--- src/sv/assert_macros.svh ---
// Assertion macros shared by the RTL files.
// Both macros sample on the rising edge of clock and are off during reset.
`ifndef ASSERT_MACROS_SVH
`define ASSERT_MACROS_SVH

// The property must hold at every sampled edge.
`define ASSERT_ALWAYS(label, prop, msg) \
   label: assert property (@(posedge clock) disable iff (reset) (prop)) \
      else $error(msg);

// When the trigger holds, the consequence must hold at the same edge.
`define ASSERT_IMPLIES(label, trig, cons, msg) \
   label: assert property (@(posedge clock) disable iff (reset) (trig) |-> (cons)) \
      else $error(msg);

`endif

--- src/sv/gnp_dist.sv ---
module gnp_dist #(
   parameter int COORD_BITS = 16,
   parameter int IDX_W      = 13
) (
   input  logic                  clock,
   input  logic                  reset,
   input  logic                  in_vld,
   input  logic [IDX_W-1:0]      in_idx,
   input  logic [COORD_BITS-1:0] pt_x,
   input  logic [COORD_BITS-1:0] pt_y,
   input  logic [COORD_BITS-1:0] anc_x,
   input  logic [COORD_BITS-1:0] anc_y,
   output logic                  out_vld,
   output logic [IDX_W-1:0]      out_idx,
   output logic [2*COORD_BITS:0] out_dist,
   output logic                  busy
);

   localparam int SQ_W = 2 * COORD_BITS;

   logic                  s1_vld_ff, s1_vld_in;
   logic [IDX_W-1:0]      s1_idx_ff, s1_idx_in;
   logic [COORD_BITS-1:0] dx_ff, dx_in;
   logic [COORD_BITS-1:0] dy_ff, dy_in;
   logic                  s2_vld_ff, s2_vld_in;
   logic [IDX_W-1:0]      s2_idx_ff, s2_idx_in;
   logic [SQ_W-1:0]       sqx_ff, sqx_in;
   logic [SQ_W-1:0]       sqy_ff, sqy_in;

   // First stage: absolute coordinate differences to the anchor.
   always_comb begin
      s1_vld_in = in_vld;
      s1_idx_in = in_idx;
      dx_in     = (pt_x >= anc_x) ? (pt_x - anc_x) : (anc_x - pt_x);
      dy_in     = (pt_y >= anc_y) ? (pt_y - anc_y) : (anc_y - pt_y);
   end

   // Second stage: one square per axis.
   always_comb begin
      s2_vld_in = s1_vld_ff;
      s2_idx_in = s1_idx_ff;
      sqx_in    = SQ_W'(dx_ff) * SQ_W'(dx_ff);
      sqy_in    = SQ_W'(dy_ff) * SQ_W'(dy_ff);
   end

   always_ff @(posedge clock) begin
      if (reset) begin
         s1_vld_ff <= 1'b0;
         s2_vld_ff <= 1'b0;
      end else begin
         s1_vld_ff <= s1_vld_in;
         s2_vld_ff <= s2_vld_in;
      end
      s1_idx_ff <= s1_idx_in;
      dx_ff     <= dx_in;
      dy_ff     <= dy_in;
      s2_idx_ff <= s2_idx_in;
      sqx_ff    <= sqx_in;
      sqy_ff    <= sqy_in;
   end

   // The sum of squares feeds the compare against the best distance so far.
   assign out_vld  = s2_vld_ff;
   assign out_idx  = s2_idx_ff;
   assign out_dist = {1'b0, sqx_ff} + {1'b0, sqy_ff};
   assign busy     = s1_vld_ff | s2_vld_ff;

endmodule

--- config.mk ---
export PLATFORM = sky130hd
export DESIGN_NAME = gnp_dist
export DESIGN_NICKNAME = d
export VERILOG_FILES = /design/src/sv/assert_macros.svh /design/src/sv/gnp_dist.sv
export SDC_FILE = /design/constraint.sdc
export NUM_CORES = 1
export LEC_CHECK = 0
export BUFFER_PORTS_ARGS = -buffer_cell sky130_fd_sc_hd__buf_2
export CORE_MARGIN = 10
export CORE_UTILIZATION = 50
export DETAILED_ROUTE_END_ITERATION = 10
export PLACE_DENSITY = 0.68
export SLEW_MARGIN = 20
export SYNTH_ARGS = -nofsm -noshare
export SYNTH_HDL_FRONTEND = slang
export SYNTH_SLANG_ARGS = --single-unit
export TNS_END_PERCENT = 30
--- constraint.sdc ---
create_clock -name clock -period 12 [get_ports clock]
set_clock_uncertainty 0.2 [all_clocks]
set_input_delay 0.6 -clock clock [delete_from_list [all_inputs] [get_ports clock]]
set_output_delay 0.6 -clock clock [all_outputs]
set_load 0.01 [all_outputs]
==> impl_metrics.env, run 1 <==
export IMPL_nFillCells=3845
export IMPL_cts_made_buffers=17
export IMPL_cpLargestDelayFamily="adder cells"
export IMPL_use_met1_pct=24.96
export IMPL_path_buf_inv=6
export IMPL_vias=16174
export IMPL_htree_num_levels=4
export IMPL_wirelength_mm=46.03
export IMPL_core_area_um2=42230
export IMPL_r2r_start="dy_ff[1]"
export IMPL_rsz0062_at_grt="false"
export IMPL_cp_arrival_ps=7020
export IMPL_ff2ff_setup_slack_ps=5120
export IMPL_clock_sinks=122
export IMPL_yosys_area_top_type="fa_1"
export IMPL_syn_num_nets=3158
export IMPL_path_clk_slew_ps=60
export IMPL_ys_ff_latch=122
export IMPL_hold_path_startpoint="in_idx[1]"
export IMPL_first_pass_iters=6
export IMPL_post_route_period_util_pct=57.34
export IMPL_grt_busiest_layer="met2"
export IMPL_hpwl_mm=39.37
export IMPL_synth_area_um2=21450
export IMPL_final_antenna_net_count=0
export IMPL_fin_nets=3227
export IMPL_status="complete, no violations"
export IMPL_drc=0
export IMPL_cts_tree="done"
export IMPL_area_delta_synth_final_pct=7.448
export IMPL_diodes=0
export IMPL_whs_path_depth=1
export IMPL_die_area_um2=51590
export IMPL_critPathMaxFanout=19
export IMPL_r2r_end="sqy_ff[30]"
export IMPL_synth_warnings=0
export IMPL_setup_tns_ps=0
export IMPL_insertion_delay_ps=450
export IMPL_initial_core_util_pct=50.80
export IMPL_synth_compound_area_share_pct=11.72
export IMPL_slowest_stage="dfxtp_1"
export IMPL_synth_edf_count=0
export IMPL_synth_top_family_by_area="adder cells"
export IMPL_slew_limit_headroom_pct=48.73
export IMPL_synth_cell_types=69
export IMPL_first_global_vias=17077
export IMPL_r2r_cells=21
export IMPL_slowest_delay_ps=550
export IMPL_max_freq_mhz=145.3
export IMPL_async_flop_share_pct=0
export IMPL_hold_path_class="in -> reg"
export IMPL_grt_util_met2_pct=31.70
export IMPL_routabilityCongestion=0.9105
export IMPL_routedWlPerCell_um=14.95
export IMPL_synth_xor_area_share_pct=4.899
export IMPL_yosysTopAreaCellShare_pct=30.61
export IMPL_setup_viol_count_final=0
export IMPL_ys_seq_area_share_pct=11.38
export IMPL_finalCoreUtilization_pct=54.59
export IMPL_grt_max_degree=26
export IMPL_fp_dieW_um=227.1
export IMPL_synth_cells=2457
export IMPL_overflow=0
export IMPL_worstPathRequired_ps=12140
export IMPL_min_to="s1_idx_ff[1]"
export IMPL_drt_initial_drc_count=881
export IMPL_hold_buffers=0
export IMPL_start_kind="register"
export IMPL_io_pins=128
export IMPL_synthAdderAreaFrac_pct=47.70
export IMPL_synthMuxAreaShare_pct=0.8107
export IMPL_drive_gt1_share_pct=7.365
export IMPL_fp_row_count=75
export IMPL_setup_worst_path_class="reg -> reg"
export IMPL_clockBufferDepth=2
export IMPL_cts_setup_buffers=0
export IMPL_cp_cell_sequence="and2_1 > fa_1 > inv_1 > fa_1 > inv_1 > fa_1 > inv_1 > fa_1 > inv_1 > fa_1 > inv_1 > fa_1 > inv_1 > ha_1 > nand4_1 > a211oi_1 > o211ai_1 > or3_1 > a31oi_1 > a31oi_1 > xnor2_1"
export IMPL_finalCriticalPeriod_ps=6881
export IMPL_yosys_top_cells_area="fa_1, ha_1, dfxtp_1"
export IMPL_die_height_um=227.1
export IMPL_synth_ff_type="dfxtp_1"
export IMPL_grt_usage_pct=18.85
export IMPL_hold_violations=0
export IMPL_vias_per_cell=5.255
export IMPL_drv_slew=0
export IMPL_worst_slew_pin_transition_ps=768.1
export IMPL_syn_avg_cell_area_um2=8.731
export IMPL_cts_root_buf="clkbuf_16"
export IMPL_antenna_found_initial=0
export IMPL_cap_violations=0
export IMPL_cts_resized=0
export IMPL_endpoint_kind="register"
export IMPL_grt_pass1_wl_mm=79.75
export IMPL_yosys_area_share_simple_pct=11.94
export IMPL_gr_usage_met3_pct=2.316
export IMPL_port_buffers=127
layout by cell type (no fill, tap or decap), types with 66 or more instances in the layout:
master / count
dfxtp_1: 122
nand2_1: 217
nor2_1: 109
o21ai_0: 66
and2_1: 81
fa_1: 328
a21o_1: 71
buf_2: 127
inv_1: 578
ha_1: 293
xnor2_1: 82
a21oi_1: 102
area by class of cell:
cell class              count  area [µm²]  share of cell area (%)
repair buffers            128       643.1                   2.790
inverters                 578        2170                   9.412
flip-flops and latches    122        2442                   10.60
clock buffers              21       470.5                   2.041
well taps                 539       674.4                   2.926
multi-input cells        1679       16540                   71.76
clock inverters            11       110.1                  0.4777
worst max path at each step:
stage,endpoint,depth (start not counted),startpoint
global placement,sqx_ff[30],21,dx_ff[9]
detailed placement,sqx_ff[30],21,dx_ff[2]
global route,sqx_ff[30],21,dx_ff[2]
CTS,sqx_ff[30],21,dx_ff[2]
finish,sqy_ff[30],21,dy_ff[1]
floorplan,sqx_ff[29],24,dx_ff[8]
worst register-to-register path, cell delays in order (launching register included):
cell and delay (ps):
dfxtp_1 550, and2_1 300, fa_1 480, inv_1 50, fa_1 530, inv_1 50
fa_1 510, inv_1 60, fa_1 530, inv_1 50, fa_1 480, inv_1 50
fa_1 470, inv_1 40, ha_1 380, nand4_1 130, a211oi_1 410, o211ai_1 270
or3_1 430, a31oi_1 480, a31oi_1 190, xnor2_1 150
flip-flops by register name (all words and copies together), names as in the netlist:
register and flops:
dx_ff 16, dy_ff 16, out_idx 13, out_vld 1, s1_idx_ff 13, s1_vld_ff 1
sqx_ff 31, sqy_ff 31
stage by stage:
stage	setup WS, ps	area [µm²]	std cells	hold slack (ps)
2_1_floorplan	5741	21450	2457	109.6
3_3_place_gp	5371	22460	3046	109.6
3_5_place_dp	5241	22460	3046	112.1
4_1_cts	5227	23040	3078	13.44
5_1_grt	4818	23050	3078	27.20
6_report	5119	23050	3078	45.45
cell usage after synthesis, types with 22 or more instances:
library cell    n
xnor2_1        82
nand3_1        22
nor2b_1        29
inv_1         578
and2_1         81
nor2_1        109
clkbuf_1       70
dfxtp_1       122
o21ai_0        67
ha_1          293
nand2_1       217
fa_1          328
a21o_1         71
a21oi_1       102
xor2_1         38
cell families (layout without fill, tap and decap cells):
logic type	count (synthesis)	after routing
AOI/OAI and AO/OA	380	380
xor gates and xnor gates	120	120
adders and majority gates	621	621
buffers and inverters	656	738
DFF	122	122
muxes	17	17
and+or+nand+nor	541	541
metal layers:
metal / vias up / part of all wire [%]
li1: 7827 / -
met1: 7976 / 45
met2: 328 / 48
met3: 43 / 4.4
met4: 0 / 1.9
met5: - / 0
Power of run 1 is left out: the tool's default activity adds up to more than one toggle a clock period on the data nets, which glitch-free logic cannot reach.
==> inputs of run 2 (changes only) <==
- clock period: 12 -> 6.7 ns (I/O delays scaled with it)
==> run 2 against run 1 <==
Compared with the run above: fmax grew 6.2%; die area is the same; global-route usage rose by 0.15 points; cell area increased by 2.2%; core utilization is 1.2 points higher; non-clock buffer count is 62 higher; register-to-register slack worse by 4900 ps; sequential share of layout area down 0.19 points; cell count rose by 2.0%.
==> impl_metrics.env, run 2 (same netlist as run 1, synthesis figures left out) <==
export IMPL_worstPathRequired_ps=6800
export IMPL_io_pins=128
export IMPL_core_area_um2=42230
export IMPL_critPathMaxFanout=10
export IMPL_cts_tree="done"
export IMPL_fin_area_um2=23560
export IMPL_hold_path_class="in -> reg"
export IMPL_seq_area_um2=2451
export IMPL_mostFrequentLayoutCells="inv_1, fa_1, ha_1, nand2_1, buf_2"
export IMPL_rsz0062_at_grt="true"
export IMPL_fp_row_count=75
export IMPL_hpwl_mm=40.82
export IMPL_whs_path_depth=3
export IMPL_post_route_period_util_pct=96.66
export IMPL_area_delta_synth_final_pct=9.822
export IMPL_path_clk_slew_ps=60
export IMPL_drv_slew=0
export IMPL_final_antenna_net_count=0
export IMPL_startpoint="dy_ff[1]"
export IMPL_vias=16525
export IMPL_hold_violations=0
export IMPL_clockBufferDepth=2
export IMPL_top_regs="sqx_ff: 31 flops, sqy_ff: 31 flops"
export IMPL_overflow=0
export IMPL_r2r_end="sqy_ff[28]"
export IMPL_dp_cells=3090
export IMPL_clock_sinks=122
export IMPL_multi_input_area_um2=16540
export IMPL_grt_max_degree=23
export IMPL_status="complete, no violations"
export IMPL_grt_pass1_wl_mm=80.39
export IMPL_grt_usage_pct=19.00
export IMPL_drive_gt1_share_pct=9.343
export IMPL_placed_cell_area_um2=22790
export IMPL_finalCoreUtilization_pct=55.79
export IMPL_cp_endpoint="sqy_ff[28]"
export IMPL_cap_violations=0
export IMPL_slew_limit_headroom_pct=55.91
export IMPL_fp_dieW_um=227.1
export IMPL_wirelength_mm=47.13
export IMPL_diodes=0
export IMPL_drc=0
export IMPL_die_height_um=227.1
export IMPL_layoutNonFillerInstCount=3140
export IMPL_htree_num_levels=4
export IMPL_antenna_found_initial=0
export IMPL_finalCriticalPeriod_ps=6476
export IMPL_worst_slew_pin_transition_ps=660.4
export IMPL_first_global_vias=17285
export IMPL_die_area_um2=51590
export IMPL_cp_arrival_ps=6580
export IMPL_start_kind="register"
export IMPL_port_buffers=127
export IMPL_routedWlPerCell_um=15.01
export IMPL_ff2ff_setup_slack_ps=220
export IMPL_r2r_start="dy_ff[1]"
export IMPL_setup_tns_ps=0
export IMPL_max_freq_mhz=154.4
export IMPL_cts_made_buffers=17
export IMPL_drt_initial_drc_count=965
export IMPL_setup_worst_path_class="reg -> reg"
export IMPL_fin_nets=3289
export IMPL_initial_core_util_pct=50.80
export IMPL_routabilityCongestion=0.9154
export IMPL_r2r_cells=23
export IMPL_layout_commonest_cell="inv_1"
export IMPL_cts_root_buf="clkbuf_16"
export IMPL_setup_viol_count_final=0
export IMPL_vias_per_cell=5.263
export IMPL_first_pass_iters=5
export IMPL_insertion_delay_ps=440
export IMPL_endpoint_kind="register"
export IMPL_nFillCells=3848
==> run 2: worst min-delay path by stage <==
stage | startpoint | endpoint | slack [ps]
global placement | s1_idx_ff[10] | out_idx[10] | 110
CTS | anc_y[0] | dy_ff[0] | 20
floorplan | s1_idx_ff[0] | out_idx[0] | 110
global route | anc_y[0] | dy_ff[0] | 50
finish | anc_y[0] | dy_ff[0] | 50
detailed placement | s1_idx_ff[1] | out_idx[1] | 110
==> run 2: worst max-delay path: stages (launching register included) <==
cell and delay (ps):
dfxtp_1 430, and2_1 240, fa_1 490, inv_1 60
fa_1 530, inv_1 50, fa_1 510, inv_1 60
fa_1 540, inv_1 50, fa_1 470, inv_1 50
fa_1 470, inv_1 40, ha_1 360, and4_1 260
a21oi_1 170, nand3b_1 100, o211ai_1 430, nand3_1 150
a31oi_1 210, buf_4 160, o311ai_0 140, xor2_1 180
==> run 2: final cells by class <==
| cell class | count | area share [%] |
|---|---|---|
| clock inverter | 15 | 0.6373 |
| inverter | 578 | 9.209 |
| tap | 539 | 2.862 |
| clock buffer | 17 | 1.806 |
| sequential | 122 | 10.40 |
| multi-input combinational | 1679 | 70.21 |
| timing repair buffer | 190 | 4.875 |
==> run 2: layer usage <==
layer / track usage, % / routed length [µm] / up-vias
met5: 0 / 0 / -
met4: 5.030 / 785 / 0
met3: 2.767 / 2866 / 53
met2: 31.42 / 22610 / 382
met1: 25.60 / 20860 / 8129
li1: - / - / 7961
==> run 2: through the flow <==
stage	setup WS, ps	hold slack, ps
final	223.5	49.51
after global routing	-26.83	49.45
after CTS	233.7	18.78
after detailed placement	240.6	112.1
after global placement	378.4	109.6
after floorplan	440.7	109.6
==> run 2: timing repair <==
action,in CTS,in global routing
buffers inserted,0,2
resized for setup,0,9
setup endpoints to repair,0,9
endpoints found under the hold margin,16,0
hold buffers,16,0
Power of run 2 is left out for the same reason.
==> inputs of run 3 (changes only) <==
- CORE_UTILIZATION: 50 -> 47
- PLACE_DENSITY: 0.68 -> not set
==> run 3 against run 2 <==
Compared with the run above: highest routed layer unchanged; sequential share of layout area barely moved; largest cell class unchanged; sequential cell count did not move; critical path depth did not move; routed wire length rose by 2.9%.
==> impl_metrics.env, run 3 (same netlist as run 1, synthesis figures left out) <==
export IMPL_routabilityCongestion=0.9072
export IMPL_clockBufferDepth=2
export IMPL_worst_path_most_repeated_cell="inv_1"
export IMPL_use_met1_pct=25.57
export IMPL_area_delta_synth_final_pct=10.15
export IMPL_drive_gt1_share_pct=9.504
export IMPL_hpwl_mm=41.75
export IMPL_final_antenna_net_count=0
export IMPL_gr_usage_met3_pct=2.730
export IMPL_antenna_found_initial=0
export IMPL_grt_pass1_wl_mm=82.38
export IMPL_drc=0
export IMPL_top_regs="sqx_ff: 31 flops, sqy_ff: 31 flops"
export IMPL_setup_tns_ps=0
export IMPL_start_kind="register"
export IMPL_mostFrequentLayoutCells="inv_1, fa_1, ha_1, nand2_1, buf_2"
export IMPL_setup_worst_path_class="reg -> reg"
export IMPL_overflow=0
export IMPL_dp_cells=3152
export IMPL_grt_usage_pct=18.57
export IMPL_grt_busiest_layer="met2"
export IMPL_endpoint_kind="register"
export IMPL_cp_cell_sequence="nand2_1 > inv_1 > fa_1 > inv_1 > fa_1 > inv_1 > fa_1 > inv_1 > fa_1 > inv_1 > fa_1 > inv_1 > fa_1 > inv_1 > ha_1 > nand4_1 > a211oi_1 > o211ai_1 > or3_1 > a31oi_1 > buf_4 > a31oi_1 > xnor2_1"
export IMPL_die_area_um2=54590
export IMPL_slowest_delay_ps=530
export IMPL_initial_core_util_pct=47.38
export IMPL_worstPathRequired_ps=6840
export IMPL_post_route_period_util_pct=95.15
export IMPL_cts_made_buffers=17
export IMPL_cp_arrival_ps=6510
export IMPL_grt_max_degree=23
export IMPL_setup_viol_count_final=0
export IMPL_path_buf_inv=8
export IMPL_hold_path_class="in -> reg"
export IMPL_max_freq_mhz=156.9
export IMPL_drt_initial_drc_count=893
export IMPL_io_pins=128
export IMPL_fp_dieW_um=233.6
export IMPL_layout_commonest_cell="inv_1"
export IMPL_hold_violations=0
export IMPL_path_clk_slew_ps=60
export IMPL_finalCriticalPeriod_ps=6375
export IMPL_die_height_um=233.6
export IMPL_insertion_delay_ps=450
export IMPL_wirelength_mm=48.50
export IMPL_first_pass_iters=5
export IMPL_vias_per_cell=5.105
export IMPL_first_global_vias=17089
export IMPL_cts_root_buf="clkbuf_16"
export IMPL_layoutNonFillerInstCount=3199
export IMPL_cts_setup_buffers=0
export IMPL_drv_slew=0
export IMPL_port_buffers=127
export IMPL_critPathMaxFanout=7
export IMPL_vias=16332
export IMPL_status="complete, no violations"
export IMPL_grt_util_met2_pct=30.46
export IMPL_cpLargestDelayFamily="adder cells"
export IMPL_htree_num_levels=4
export IMPL_fin_hold_ws_ps=27.44
export IMPL_diodes=0
export IMPL_cts_tree="done"
export IMPL_core_area_um2=45280
export IMPL_worst_slew_pin_transition_ps=1020
export IMPL_fp_row_count=78
export IMPL_routedWlPerCell_um=15.16
export IMPL_rsz0062_at_grt="false"
export IMPL_setup_ws_ps=325.2
export IMPL_slowest_stage="fa_1"
export IMPL_slew_limit_headroom_pct=32.01
export IMPL_pre_cts_ws_ps=199.8
export IMPL_cap_violations=0
export IMPL_clock_sinks=122
export IMPL_fin_nets=3287
[run 3: layout make-up]
type	instances	area, µm²
inverters	578	2170
well taps	600	750.7
multi-input cells	1679	16540
fillers	4339	21650
clock buffers	17	425.4
repair buffers	188	1131
flip-flops and latches	122	2456
clock inverters	15	153.9
[run 3: path summary, 6_finish.rpt]
check | cells after the start | slack, ps | end | start
worst max-delay path | 23 | 330 | sqy_ff[30] | dy_ff[3]
worst min-delay path | 3 | 30 | dy_ff[0] | anc_y[0]
worst max register to register | 23 | 330 | sqy_ff[30] | dy_ff[3]
worst min register to register | 0 | 120 | out_idx[12] | s1_idx_ff[12]
[run 3: what timing repair did]
item                       CTS  global route
hold buffers                15             0
hold endpoints to repair    15             0
setup endpoints to repair    0            11
gates resized for setup      0            13
[run 3: stage by stage]
stage	cell area [µm²]	util, %
after floorplan	21450	-
after global placement	22880	50.53
after detailed placement	22880	50.53
after CTS	23610	52.14
after global routing	23630	52.18
final	23630	52.18
[run 3: worst min-delay path, delay by kind of cell]
kind | cells | cell delay (ps)
fa+ha+maj | 1 | 150
buf+inv | 2 | 140
[run 3: routing by layer]
layer	vias up	wire length [µm]	part of all wire (%)
li1	7958	-	-
met1	8046	23210	48
met2	304	22660	47
met3	24	2233	4.6
met4	0	397	0.82
met5	-	0	0
Power of run 3 is left out for the same reason.
